**config.mk**
```make
export PLATFORM = sky130hd
export DESIGN_NAME = intra_refresh_band_scheduler
export DESIGN_NICKNAME = d
export VERILOG_FILES = /design/src/rtl/irbs_pkg.sv /design/src/rtl/irbs_div.sv /design/src/rtl/irbs_ctrl.sv /design/src/rtl/irbs_dp.sv /design/src/rtl/intra_refresh_band_scheduler.sv
export SDC_FILE = /design/constraint.sdc
export NUM_CORES = 2
export LEC_CHECK = 0
export BUFFER_PORTS_ARGS = -buffer_cell sky130_fd_sc_hd__buf_4
export CORE_ASPECT_RATIO = 0.8
export CORE_MARGIN = 8
export CORE_UTILIZATION = 55
export CTS_BUF_LIST = sky130_fd_sc_hd__clkbuf_16
export DETAILED_ROUTE_END_ITERATION = 16
export GPL_TIMING_DRIVEN = 0
export PLACE_DENSITY_LB_ADDON = 0.3
export SLEW_MARGIN = 20
export SYNTH_ARGS = -nofsm -noshare
export SYNTH_HDL_FRONTEND = slang
export SYNTH_SLANG_ARGS = --single-unit
export TNS_END_PERCENT = 50
```
**constraint.sdc**
```tcl
create_clock -name i_clk -period 20.6 [get_ports i_clk]
set_input_delay 2.06 -clock i_clk [delete_from_list [all_inputs] [get_ports i_clk]]
set_output_delay 2.06 -clock i_clk [all_outputs]
set_load 0.05 [all_outputs]
```
**src/rtl/irbs_pkg.sv**
```systemverilog
`timescale 1ns / 1ps
`default_nettype none
// ----------------------------------------------------------------------------
// irbs_pkg
// Shared types and constants of the intra refresh band scheduler.
// ----------------------------------------------------------------------------
package irbs_pkg;

    localparam int unsigned BAND_SPAN_PIXELS     = 128;
    localparam int unsigned DEFAULT_BLOCK_PIXELS = 64;
    localparam int unsigned DIV_W                = 24;
    localparam int unsigned DEN_W                = 12;

    // register map, word index
    localparam logic [2:0] REG_ROWS     = 3'd0;
    localparam logic [2:0] REG_COLS     = 3'd1;
    localparam logic [2:0] REG_PERIOD   = 3'd2;
    localparam logic [2:0] REG_DURATION = 3'd3;
    localparam logic [2:0] REG_BLOCK    = 3'd4;
    localparam logic [2:0] REG_BAND_H   = 3'd5;
    localparam logic [2:0] REG_BAND_W   = 3'd6;

    typedef enum logic [1:0] {
        REQ_STEP    = 2'd0,
        REQ_REALIGN = 2'd1,
        REQ_RESTART = 2'd2
    } t_req;

    typedef enum logic [3:0] {
        OP_NONE, OP_BH, OP_CC, OP_RR, OP_RF, OP_IDX, OP_RC, OP_SR, OP_SC, OP_REC
    } t_op;

    typedef enum logic [3:0] {
        ST_IDLE, ST_BH, ST_CC, ST_RR, ST_RF, ST_IDX, ST_RC, ST_SR, ST_SC, ST_REC, ST_FIN
    } t_state;

    typedef struct packed {
        logic [7:0]  picture_rows;
        logic [7:0]  picture_cols;
        logic [11:0] refresh_period;
        logic [11:0] sweep_duration;
        logic [7:0]  block_pixels;
        logic [7:0]  band_height;
        logic [7:0]  band_width;
    } t_cfg;

    typedef struct packed {
        logic idle;
        logic load;
        logic start;
        logic capture;
        logic finish;
        t_op  op;
    } t_cmd;

    typedef struct packed {
        logic in_valid;
        logic div_done;
        logic bh_given;
        logic rr_over;
        logic step;
        logic due;
        logic idx_zero;
        logic out_free;
    } t_sts;

endpackage
`default_nettype wire

```
**src/rtl/irbs_div.sv**
```systemverilog
`timescale 1ns / 1ps
`default_nettype none
// ----------------------------------------------------------------------------
// irbs_div
// Restoring divider, one quotient bit per cycle, selectable dividend width.
// ----------------------------------------------------------------------------
module irbs_div
    import irbs_pkg::*;
(
    input  wire logic               i_clk,
    input  wire logic               i_rst_n,
    input  wire logic               i_start,
    input  wire logic [DIV_W-1:0]   i_num,
    input  wire logic [DEN_W-1:0]   i_den,
    input  wire logic [4:0]         i_nbits,
    output logic [DIV_W-1:0]        o_quo,
    output logic [DEN_W-1:0]        o_rem,
    output logic                    o_done
);
    logic [DIV_W-1:0] r_quo;
    logic [DEN_W:0]   r_rem;
    logic [4:0]       r_cnt;
    logic             r_busy, r_done;
    logic [DEN_W:0]   trial;
    logic             fits;

    assign trial = {r_rem[DEN_W-1:0], r_quo[DIV_W-1]};
    assign fits  = trial >= {1'b0, i_den};

    always_ff @(posedge i_clk) begin
        if (!i_rst_n) begin
            r_busy <= 1'b0;
            r_done <= 1'b0;
            r_cnt  <= '0;
        end else begin
            r_done <= 1'b0;
            if (i_start) begin
                r_busy <= 1'b1;
                r_cnt  <= i_nbits;
            end else if (r_busy) begin
                r_cnt <= r_cnt - 5'd1;
                if (r_cnt == 5'd1) begin
                    r_busy <= 1'b0;
                    r_done <= 1'b1;
                end
            end
        end
    end

    always_ff @(posedge i_clk) begin
        if (i_start) begin
            r_quo <= i_num << (5'(DIV_W) - i_nbits);
            r_rem <= '0;
        end else if (r_busy) begin
            r_rem <= fits ? trial - {1'b0, i_den} : trial;
            r_quo <= {r_quo[DIV_W-2:0], fits};
        end
    end

    assign o_quo  = r_quo;
    assign o_rem  = r_rem[DEN_W-1:0];
    assign o_done = r_done;
endmodule
`default_nettype wire

```
**src/rtl/irbs_ctrl.sv**
```systemverilog
`timescale 1ns / 1ps
`default_nettype none
// ----------------------------------------------------------------------------
// irbs_ctrl
// Sequencer: resolve geometry, place the region, hand over the word.
// ----------------------------------------------------------------------------
module irbs_ctrl
    import irbs_pkg::*;
(
    input  wire logic i_clk,
    input  wire logic i_rst_n,
    input  wire t_sts i_sts,
    output t_cmd      o_cmd
);
    t_state r_state, n_state;
    logic   r_issued, n_issued;
    logic   is_div, skip;

    always_comb begin
        is_div = 1'b1;
        skip   = 1'b0;
        unique case (r_state)
            ST_BH:   skip = i_sts.bh_given;
            ST_RF:   skip = !i_sts.rr_over;
            ST_RC:   skip = !i_sts.due;
            ST_REC:  skip = !i_sts.idx_zero;
            ST_CC, ST_RR, ST_IDX, ST_SR, ST_SC: skip = 1'b0;
            default: is_div = 1'b0;
        endcase
    end

    // next state
    always_comb begin
        n_state  = r_state;
        n_issued = r_issued;
        if (is_div) begin
            if (skip || (r_issued && i_sts.div_done)) begin
                n_issued = 1'b0;
                unique case (r_state)
                    ST_BH:   n_state = ST_CC;
                    ST_CC:   n_state = ST_RR;
                    ST_RR:   n_state = ST_RF;
                    ST_RF:   n_state = i_sts.step ? ST_IDX : ST_FIN;
                    ST_IDX:  n_state = ST_RC;
                    ST_RC:   n_state = i_sts.due ? ST_SR : ST_FIN;
                    ST_SR:   n_state = ST_SC;
                    ST_SC:   n_state = ST_REC;
                    default: n_state = ST_FIN;
                endcase
            end else if (!r_issued) begin
                n_issued = 1'b1;
            end
        end else begin
            unique case (r_state)
                ST_IDLE: if (i_sts.in_valid) n_state = ST_BH;
                ST_FIN:  if (i_sts.out_free) n_state = ST_IDLE;
                default: n_state = ST_IDLE;
            endcase
        end
    end

    // outputs
    always_comb begin
        o_cmd         = '0;
        o_cmd.op      = OP_NONE;
        o_cmd.idle    = (r_state == ST_IDLE);
        o_cmd.load    = (r_state == ST_IDLE) && i_sts.in_valid;
        o_cmd.finish  = (r_state == ST_FIN) && i_sts.out_free;
        o_cmd.start   = is_div && !skip && !r_issued;
        o_cmd.capture = is_div && (skip || (r_issued && i_sts.div_done));
        unique case (r_state)
            ST_BH:   o_cmd.op = OP_BH;
            ST_CC:   o_cmd.op = OP_CC;
            ST_RR:   o_cmd.op = OP_RR;
            ST_RF:   o_cmd.op = OP_RF;
            ST_IDX:  o_cmd.op = OP_IDX;
            ST_RC:   o_cmd.op = OP_RC;
            ST_SR:   o_cmd.op = OP_SR;
            ST_SC:   o_cmd.op = OP_SC;
            ST_REC:  o_cmd.op = OP_REC;
            default: o_cmd.op = OP_NONE;
        endcase
    end

    always_ff @(posedge i_clk) begin
        if (!i_rst_n) begin
            r_state  <= ST_IDLE;
            r_issued <= 1'b0;
        end else begin
            r_state  <= n_state;
            r_issued <= n_issued;
        end
    end
endmodule
`default_nettype wire

```
**src/rtl/irbs_dp.sv**
```systemverilog
`timescale 1ns / 1ps
`default_nettype none
// ----------------------------------------------------------------------------
// irbs_dp
// Datapath: resolved geometry, sweep state, shared divider, result register.
// ----------------------------------------------------------------------------
module irbs_dp
    import irbs_pkg::*;
(
    input  wire logic        i_clk,
    input  wire logic        i_rst_n,
    input  wire t_cfg        i_cfg,
    input  wire t_cmd        i_cmd,
    output t_sts             o_sts,
    input  wire logic        i_in_valid,
    input  wire logic [1:0]  i_req_type,
    input  wire logic [8:0]  i_forced_top,
    input  wire logic [7:0]  i_forced_count,
    output logic             o_out_valid,
    input  wire logic        i_out_ready,
    output logic             o_band_apply,
    output logic             o_band_forced,
    output logic [7:0]       o_band_top,
    output logic [7:0]       o_band_bottom,
    output logic [7:0]       o_band_left,
    output logic [7:0]       o_band_right,
    output logic [11:0]      o_recov_pics
);
    function automatic logic [15:0] split(input logic [7:0] base, input logic [7:0] rem,
                                          input logic [7:0] idx);
        logic [15:0] prod;
        logic [8:0]  first, last;
        logic        low;
        low   = idx < rem;
        prod  = idx * base;
        first = prod[8:0] + {1'b0, (low ? idx : rem)};
        last  = first + {1'b0, base} + {8'd0, low} - 9'd1;
        return {last[7:0], first[7:0]};
    endfunction

    // resolved configuration
    logic [7:0]  rows, cols, bp, bw;
    logic [11:0] period, dur;

    assign rows   = (i_cfg.picture_rows == '0) ? 8'd1 : i_cfg.picture_rows;
    assign cols   = (i_cfg.picture_cols == '0) ? 8'd1 : i_cfg.picture_cols;
    assign period = (i_cfg.refresh_period == '0) ? 12'd1 : i_cfg.refresh_period;
    assign dur    = (i_cfg.sweep_duration == '0 || i_cfg.sweep_duration > period)
                    ? period : i_cfg.sweep_duration;
    assign bp     = (i_cfg.block_pixels == '0) ? 8'(DEFAULT_BLOCK_PIXELS)
                    : i_cfg.block_pixels;
    assign bw     = (i_cfg.band_width == '0 || i_cfg.band_width > cols) ? cols
                    : i_cfg.band_width;

    logic [1:0]        r_req;
    logic [8:0]        r_ftop;
    logic [7:0]        r_fcnt;
    logic [7:0]        r_bh, r_cc, r_rr, r_rs, r_cs;
    logic [7:0]        r_rtop, r_rbot, r_cleft, r_cright;
    logic [11:0]       r_total, r_idx, r_rec, r_sp;
    logic signed [12:0] r_last;
    logic              r_ovalid;

    logic [DIV_W-1:0] div_num, div_q;
    logic [DEN_W-1:0] div_den, div_r;
    logic [4:0]       div_n;
    logic             div_done;
    logic [24:0]      idx_prod;
    logic [23:0]      rec_prod;
    logic [15:0]      rr_cc, rr_new_prod;
    logic [7:0]       bh_sel, rr_new;
    logic [15:0]      row_span, col_span;
    logic             due;

    assign idx_prod = ({1'b0, r_sp} + 13'd1) * r_total - 25'd1;
    assign rec_prod = (r_total - 12'd1) * dur;
    assign rr_cc    = r_rr * r_cc;

    always_comb begin
        div_num = '0;
        div_den = 12'd1;
        div_n   = 5'd8;
        case (i_cmd.op)
            OP_BH:  begin
                div_num = 24'(BAND_SPAN_PIXELS);
                div_den = {4'd0, bp};
            end
            OP_CC:  begin
                div_num = {15'd0, {1'b0, cols} + {1'b0, bw} - 9'd1};
                div_den = {4'd0, bw};
                div_n   = 5'd12;
            end
            OP_RR:  begin
                div_num = {15'd0, {1'b0, rows} + {1'b0, r_bh} - 9'd1};
                div_den = {4'd0, r_bh};
                div_n   = 5'd12;
            end
            OP_RF:  begin
                div_num = {12'd0, dur};
                div_den = {4'd0, r_cc};
                div_n   = 5'd12;
            end
            OP_IDX: begin
                div_num = idx_prod[23:0];
                div_den = dur;
                div_n   = 5'd24;
            end
            OP_RC:  begin
                div_num = {12'd0, r_idx};
                div_den = {4'd0, r_cc};
                div_n   = 5'd12;
            end
            OP_SR:  begin
                div_num = {16'd0, rows};
                div_den = {4'd0, r_rr};
            end
            OP_SC:  begin
                div_num = {16'd0, cols};
                div_den = {4'd0, r_cc};
            end
            OP_REC: begin
                div_num = rec_prod;
                div_den = r_total;
                div_n   = 5'd24;
            end
            default: div_n = 5'd8;
        endcase
    end

    irbs_div u_div (
        .i_clk   (i_clk),
        .i_rst_n (i_rst_n),
        .i_start (i_cmd.start),
        .i_num   (div_num),
        .i_den   (div_den),
        .i_nbits (div_n),
        .o_quo   (div_q),
        .o_rem   (div_r),
        .o_done  (div_done)
    );

    always_comb begin
        bh_sel = (i_cfg.band_height != '0) ? i_cfg.band_height
                 : ((div_q[7:0] == '0) ? 8'd1 : div_q[7:0]);
        if (bh_sel > rows) bh_sel = rows;
        rr_new = o_sts.rr_over ? ((div_q[7:0] == '0) ? 8'd1 : div_q[7:0]) : r_rr;
    end
    assign rr_new_prod = rr_new * r_cc;
    assign row_span    = split(div_q[7:0], div_r[7:0], r_rs);
    assign col_span    = split(div_q[7:0], div_r[7:0], r_cs);

    // capture the request on load and each division result into its destination
    always_ff @(posedge i_clk) begin
        if (i_cmd.load) begin
            r_req  <= i_req_type;
            r_ftop <= i_forced_top;
            r_fcnt <= i_forced_count;
        end
        if (i_cmd.capture) begin
            case (i_cmd.op)
                OP_BH:  r_bh <= bh_sel;
                OP_CC:  r_cc <= (div_q[11:0] > dur) ? dur[7:0] : div_q[7:0];
                OP_RR:  r_rr <= div_q[7:0];
                OP_RF:  begin
                    r_rr    <= rr_new;
                    r_total <= rr_new_prod[11:0];
                end
                OP_IDX: r_idx <= (div_q > {12'd0, r_total - 12'd1}) ? r_total - 12'd1
                                 : div_q[11:0];
                OP_RC:  begin
                    r_rs <= div_q[7:0];
                    r_cs <= div_r[7:0];
                end
                OP_SR:  begin
                    r_rtop <= row_span[7:0];
                    r_rbot <= row_span[15:8];
                end
                OP_SC:  begin
                    r_cleft  <= col_span[7:0];
                    r_cright <= col_span[15:8];
                end
                OP_REC: r_rec <= o_sts.idx_zero ? div_q[11:0] : 12'd0;
                default: r_rec <= r_rec;
            endcase
        end
    end

    assign due = $signed({1'b0, r_idx}) > r_last;

    // result of the finished item
    logic              f_apply, f_forced;
    logic [7:0]        f_top, f_bottom, f_left, f_right, last_row, last_col;
    logic [11:0]       f_rec;
    logic signed [10:0] ft, fb, ftc, fbc;

    assign last_row = rows - 8'd1;
    assign last_col = cols - 8'd1;

    always_comb begin
        ft  = 11'(signed'(r_ftop));
        fb  = ft + $signed({3'd0, r_fcnt}) - 11'sd1;
        ftc = (ft < 0) ? 11'sd0 : ft;
        fbc = (fb > $signed({3'd0, last_row})) ? $signed({3'd0, last_row}) : fb;
        f_apply  = 1'b0;
        f_forced = 1'b0;
        f_top    = '0;
        f_bottom = '0;
        f_left   = '0;
        f_right  = last_col;
        f_rec    = '0;
        if (r_req == REQ_STEP) begin
            if (r_fcnt != '0 && !due) begin
                if (fbc >= ftc) begin
                    f_apply  = 1'b1;
                    f_forced = 1'b1;
                    f_top    = ftc[7:0];
                    f_bottom = fbc[7:0];
                end
            end else if (due) begin
                f_apply  = 1'b1;
                f_top    = r_rtop;
                f_bottom = (r_rbot > last_row) ? last_row : r_rbot;
                f_left   = r_cleft;
                f_right  = (r_cright > last_col) ? last_col : r_cright;
                f_rec    = r_rec;
            end
        end
    end

    logic [11:0] sp_inc;
    assign sp_inc = r_sp + 12'd1;

    always_ff @(posedge i_clk) begin
        if (!i_rst_n) begin
            r_sp     <= '0;
            r_last   <= -13'sd1;
            r_ovalid <= 1'b0;
        end else begin
            if (i_cmd.finish) begin
                r_ovalid <= 1'b1;
                case (r_req)
                    REQ_STEP: begin
                        if (sp_inc >= period) begin
                            r_sp   <= '0;
                            r_last <= -13'sd1;
                        end else begin
                            r_sp <= sp_inc;
                            if (due && !(r_fcnt != '0 && !due)) r_last <= {1'b0, r_idx};
                        end
                    end
                    REQ_REALIGN: begin
                        r_sp   <= '0;
                        r_last <= $signed({1'b0, r_total - 12'd1});
                    end
                    REQ_RESTART: begin
                        r_sp   <= '0;
                        r_last <= -13'sd1;
                    end
                    default: r_sp <= r_sp;
                endcase
            end else if (r_ovalid && i_out_ready) begin
                r_ovalid <= 1'b0;
            end
        end
    end

    always_ff @(posedge i_clk) begin
        if (i_cmd.finish) begin
            o_band_apply     <= f_apply;
            o_band_forced    <= f_forced;
            o_band_top       <= f_top;
            o_band_bottom    <= f_bottom;
            o_band_left      <= f_left;
            o_band_right     <= f_right;
            o_recov_pics     <= f_rec;
        end
    end

    assign o_out_valid    = r_ovalid;
    assign o_sts.in_valid = i_in_valid;
    assign o_sts.div_done = div_done;
    assign o_sts.bh_given = (i_cfg.band_height != '0);
    assign o_sts.rr_over  = rr_cc > {4'd0, dur};
    assign o_sts.step     = (r_req == REQ_STEP);
    assign o_sts.due      = due;
    assign o_sts.idx_zero = (r_idx == '0);
    assign o_sts.out_free = !r_ovalid || i_out_ready;
endmodule
`default_nettype wire

```
**src/rtl/intra_refresh_band_scheduler.sv**
```systemverilog
`timescale 1ns / 1ps
`default_nettype none
// ----------------------------------------------------------------------------
// intra_refresh_band_scheduler
// Picks the intra refreshed rectangle of block rows and columns per picture.
// ----------------------------------------------------------------------------
//  channel   | direction | handshake                 | word
//  s_axis    | in        | tvalid / tready           | one picture request
//  m_axis    | out       | tvalid / tready           | one refresh decision
//  apb       | in        | psel, penable, pwrite     | geometry registers
//
//  Each word runs up to nine divisions through one shared restoring divider
//  (one quotient bit a cycle), of 8, 12 or 24 steps each; some divisions are
//  skipped when the state makes them unneeded, and a stalled output can hold
//  the word.
//  The geometry is resolved again from the registers for every word.
//  Reset (synchronous, active low) clears the sweep position and empties the
//  output register. A new word is taken as soon as the sequencer is idle, even
//  while the previous decision waits in the output register; a stalled output
//  holds the sequencer in its final step only when that register is occupied.
// ----------------------------------------------------------------------------
module intra_refresh_band_scheduler
    import irbs_pkg::*;
(
    input  wire logic        i_clk,
    input  wire logic        i_rst_n,
    // slave side
    input  wire logic        s_axis_tvalid,
    output logic             s_axis_tready,
    input  wire logic [23:0] s_axis_tdata,  // forced_top[8:0], forced_count[16:9]
    input  wire logic [1:0]  s_axis_tuser,  // req_type[1:0]
    // master side
    output logic             m_axis_tvalid,
    input  wire logic        m_axis_tready,
    output logic [47:0]      m_axis_tdata,  // band_top[7:0], band_bottom[15:8],
                                            // band_left[23:16], band_right[31:24],
                                            // recov_pics[43:32]
    output logic [1:0]       m_axis_tuser,  // band_apply[0], band_forced[1]
    // configuration
    input  wire logic        psel,
    input  wire logic        penable,
    input  wire logic        pwrite,
    input  wire logic [4:0]  paddr,
    input  wire logic [31:0] pwdata,
    output logic [31:0]      prdata,
    output logic             pready
);
    t_cfg r_cfg;
    t_cmd cmd;
    t_sts sts;
    logic wr_en;

    assign pready = 1'b1;
    assign wr_en  = psel && penable && pwrite && pready;

    // register file; writes must arrive only while idle, the block itself does not enforce it
    always_ff @(posedge i_clk) begin
        if (!i_rst_n) begin
            r_cfg.picture_rows   <= 8'd1;
            r_cfg.picture_cols   <= 8'd1;
            r_cfg.refresh_period <= 12'd1;
            r_cfg.sweep_duration <= 12'd0;
            r_cfg.block_pixels   <= 8'(DEFAULT_BLOCK_PIXELS);
            r_cfg.band_height    <= 8'd0;
            r_cfg.band_width     <= 8'd0;
        end else if (wr_en) begin
            unique case (paddr[4:2])
                REG_ROWS:     r_cfg.picture_rows   <= pwdata[7:0];
                REG_COLS:     r_cfg.picture_cols   <= pwdata[7:0];
                REG_PERIOD:   r_cfg.refresh_period <= pwdata[11:0];
                REG_DURATION: r_cfg.sweep_duration <= pwdata[11:0];
                REG_BLOCK:    r_cfg.block_pixels   <= pwdata[7:0];
                REG_BAND_H:   r_cfg.band_height    <= pwdata[7:0];
                REG_BAND_W:   r_cfg.band_width     <= pwdata[7:0];
                default:      r_cfg.band_width     <= r_cfg.band_width;
            endcase
        end
    end

    // read back the raw register contents
    always_comb begin
        unique case (paddr[4:2])
            REG_ROWS:     prdata = {24'd0, r_cfg.picture_rows};
            REG_COLS:     prdata = {24'd0, r_cfg.picture_cols};
            REG_PERIOD:   prdata = {20'd0, r_cfg.refresh_period};
            REG_DURATION: prdata = {20'd0, r_cfg.sweep_duration};
            REG_BLOCK:    prdata = {24'd0, r_cfg.block_pixels};
            REG_BAND_H:   prdata = {24'd0, r_cfg.band_height};
            REG_BAND_W:   prdata = {24'd0, r_cfg.band_width};
            default:      prdata = '0;
        endcase
    end

    assign s_axis_tready = cmd.idle;

    irbs_ctrl u_ctrl (
        .i_clk   (i_clk),
        .i_rst_n (i_rst_n),
        .i_sts   (sts),
        .o_cmd   (cmd)
    );

    irbs_dp u_dp (
        .i_clk            (i_clk),
        .i_rst_n          (i_rst_n),
        .i_cfg            (r_cfg),
        .i_cmd            (cmd),
        .o_sts            (sts),
        .i_in_valid       (s_axis_tvalid),
        .i_req_type       (s_axis_tuser),
        .i_forced_top     (s_axis_tdata[8:0]),
        .i_forced_count   (s_axis_tdata[16:9]),
        .o_out_valid      (m_axis_tvalid),
        .i_out_ready      (m_axis_tready),
        .o_band_apply     (m_axis_tuser[0]),
        .o_band_forced    (m_axis_tuser[1]),
        .o_band_top       (m_axis_tdata[7:0]),
        .o_band_bottom    (m_axis_tdata[15:8]),
        .o_band_left      (m_axis_tdata[23:16]),
        .o_band_right     (m_axis_tdata[31:24]),
        .o_recov_pics     (m_axis_tdata[43:32])
    );

    assign m_axis_tdata[47:44] = 4'd0;

    // leave idle right after taking a word
    a_busy_after_accept: assert property (@(posedge i_clk) disable iff (!i_rst_n)
        s_axis_tvalid && s_axis_tready |=> !s_axis_tready)
        else $error("sequencer still idle after accepting a word");

    // a finished decision always lands in the output register
    a_finish_shows: assert property (@(posedge i_clk) disable iff (!i_rst_n)
        cmd.finish |=> m_axis_tvalid)
        else $error("finished decision not presented");

    // a forced region is always an applied one
    a_forced_applies: assert property (@(posedge i_clk) disable iff (!i_rst_n)
        m_axis_tvalid && m_axis_tuser[1] |-> m_axis_tuser[0])
        else $error("forced flag without apply");

    // no region means no rows and a zero left column
    a_idle_rows: assert property (@(posedge i_clk) disable iff (!i_rst_n)
        m_axis_tvalid && !m_axis_tuser[0] |->
            m_axis_tdata[15:0] == 16'd0 && m_axis_tdata[23:16] == 8'd0)
        else $error("idle decision carries a region");
endmodule
`default_nettype wire
```
==> run_results.csv <==
group,metric,value,unit
outcome,status,"completed",
job,cap_violations,0,
routing,ant_nets,0,
floorplan,dieArea,77600,um^2
critical_path,cp.required,20.95,ns
global_routing,grt_max_degree,34,
layout,final_cell_mix,"inv_1, nand2_1, ha_1",
clocking,postCtsSetupBuffers,0,
critical_path,reg2reg_depth,41,
timing,maxSlewHeadroom,20.1,%
clocking,cts_buffers,37,
clocking,clk_pin_slew,0.06,ns
routing,route.detailed.drc,0,
timing,tightestPinTransition,1.20,ns
routing,wl,118,mm
synth,yosys_register_bits,315,
synth,synth_warnings,0,
critical_path,crit_buf_inv,8,
clocking,cts_resized,0,
global_routing,overflow,0,
clocking,cts_hold_buf,0,
timing,skew,0.0225,ns
critical_path,cp.arrival,11.57,ns
routing,vias_per_cell,5.84,
floorplan,die_w,310,um
clocking,cts_root_buf,"clkbuf_16",
layout,syn_to_final_growth,8.55,%
global_routing,grt_pass1_vias,30328,
layout,drive_gt1_share,5.96,%
clocking,tritoncts,"done",
routing,dr.pass1.iters,7,
layout,multi_input_area,26300,um^2
synth,avgSynthCellArea,8.91,um^2
routing,detail_route.iter0.violations,3287,
power_and_ir_drop,totalPowerFinal,5380,uW
layout,fin_area,41100,um^2
synth,synth_edf_count,197,
placement,port_buffers,98,
synth,synthTopCellsByArea,"fa_1, edfxtp_1, ha_1",
power_and_ir_drop,p_per_area,131,nW/um^2
floorplan,io_pins,155,
synth,synth_top_area_share,19.5,%
synth,ys_async_sr_fraction,0,%
layout,seq_area,8280,um^2
synth,synthFlopType,"edfxtp_1",
critical_path,path_common_cell,"fa_1",
placement,place.gp.congestion,1.03,
critical_path,cpMaxStageDelayCell,"mux2i_1",
placement,dp.cells,5307,
critical_path,cp_top_family,"adder cells",
clocking,clk_latency,0.57,ns
timing,hold_viol,0,
layout,n_fill_cell,6021,
worst_hold_path,hold_depth,2,
timing,rsz0062_at_grt,"false",
critical_path,end_kind,"flop",
timing,setup_viol,0,
global_routing,track_usage,29.9,%
timing,finalCritPeriodShare,54.4,%
synth,syn_area,37900,um^2
global_routing,grt_first_pass_wirelength,180,mm
critical_path,cpPeakStageDelay,0.74,ns
timing,period_needed,11.22,ns
critical_path,critPathLaunchType,"flop",
clocking,htreeDepth,2,
floorplan,core_area,68500,um^2
worst_hold_path,worstHoldPathType,"flop to flop",
critical_path,crit_cells,41,
critical_path,crit_type,"flop to flop",
timing,drv_slew,0,
placement,placed_cell_area,40000,um^2
power_and_ir_drop,ir_drop,0.000255,V
layout,nets,5288,
clocking,cts.sinks,315,
floorplan,row_count,86,
layout,layout_commonest_cell,"inv_1",
floorplan,start_util,55.3,%
floorplan,die_h,251,um
global_routing,antenna_found_initial,3,
synth,ys_types,86,
layout,layoutNonFillerInstCount,5375,
timing,totalNegativeSetupSlack,0,ns
synth,synth_seq_area_share,21.8,%
routing,num_vias,31389,
placement,dp_hpwl,95.6,mm
timing,fmax,89.2,MHz
critical_path,path_max_fanout,10,
synth,synth.largest_area_cell,"fa_1",
synth,synth_cells,4255,
clocking,clock_path_buffers,3,
routing,wl_per_cell,22.0,um
power_and_ir_drop,p_leak,0.0187,uW
-- final timing paths --
| path | startpoint | to | slack (ns) |
|---|---|---|---|
| setup / recovery | u_dp.r_cc[2] | u_dp.r_total[11] | 9.38 |
| hold / removal | u_dp.r_last[12] | u_dp.r_last[12] | 0.47 |
| setup reg to reg | u_dp.r_cc[2] | u_dp.r_total[11] | 9.38 |
| hold reg to reg | u_dp.r_last[12] | u_dp.r_last[12] | 0.47 |
-- synthesized netlist by cell type (28+ instances only) --
master      n
fa_1      370
a22oi_1    36
o21ai_0   119
nand3_1    55
nand2b_1   70
and2_1    163
a21oi_1   182
a21boi_0   32
xor2_1     45
nand2_1   510
mux2i_1    94
clkbuf_1  152
ha_1      426
buf_4      28
a211oi_1   28
nor3_1     34
xnor2_1   140
nor2b_1   102
o21ai_1    38
a21o_1     75
inv_1     702
edfxtp_1  197
nor2_1    185
dfxtp_1   118
-- state kept, by name, indices dropped and copies added, names as in the netlist, 9 cells and up --
name               flops
u_dp.u_div.r_rem      12
u_dp.r_last           13
u_dp.u_div.o_quo      24
r_cfg                 64
u_dp.r_sp             12
u_dp.r_ftop            9
u_dp.r_rec            12
u_dp.r_total          12
u_dp.o_recov_pics     12
u_dp.r_idx            12
-- final cells by class --
| cell class | instances | share of cell area [%] |
|---|---|---|
| tap | 924 | 2.81 |
| inverter | 710 | 6.48 |
| multi-input combinational | 3062 | 63.8 |
| clock buffer | 37 | 2.25 |
| sequential | 315 | 20.1 |
| buffer | 191 | 2.01 |
| timing repair buffer | 105 | 1.94 |
| clock inverter | 30 | 0.550 |
| antenna | 1 | 0.00608 |
-- metal layers --
metal | GRT usage [%] | part of all wire [%] | vias to the layer above | wire length [um]
li1 | - | - | 14302 | -
met1 | 43.8 | 44 | 15193 | 51400
met2 | 42.1 | 40 | 1642 | 47100
met3 | 9.39 | 13 | 250 | 15400
met4 | 8.89 | 3.5 | 2 | 4170
met5 | 0 | 0.011 | - | 13
-- report_power, final --
| part | internal, uW | leakage [uW] | switching (uW) | total (uW) |
|---|---|---|---|---|
| combinational | 1520 | 0.0153 | 2170 | 3690 |
| sequential | 963 | 0.00274 | 87.5 | 1050 |
| clock | 356 | 0.000611 | 289 | 645 |
| total | 2840 | 0.0187 | 2540 | 5380 |
-- through the flow --
stage / worst slack (ns) / hold slack [ns] / utilization, %
2_1_floorplan: 11.33 / 0.433 / -
3_3_place_gp: 9.79 / 0.460 / 58.2
3_5_place_dp: 9.72 / 0.463 / 58.3
4_1_cts: 9.64 / 0.474 / 60.0
5_1_grt: 8.89 / 0.494 / 60.0
6_report: 9.38 / 0.474 / 60.0
-- cells by family (layout without fill, tap and decap cells) --
kind of cell | after synthesis | in the layout | synth area share [%]
AOI/OAI and AO/OA | 695 | 695 | 12.0
xor gates and xnor gates | 185 | 185 | 4.27
adders and majority gates | 797 | 797 | 33.6
buffers and inverters | 901 | 1073 | 9.21
DFF | 315 | 315 | 21.8
muxes | 121 | 121 | 3.28
other | 2 | 26 | 0.0198
and+or+nand+nor | 1239 | 1239 | 15.8
-- tightest hold or removal path: cells and delay by family (launching register included) --
| family | cells | cell delay (ns) |
|---|---|---|
| flops | 1 | 0.32 |
| simple gates | 2 | 0.11 |
Power figures use the tool's default switching activity.
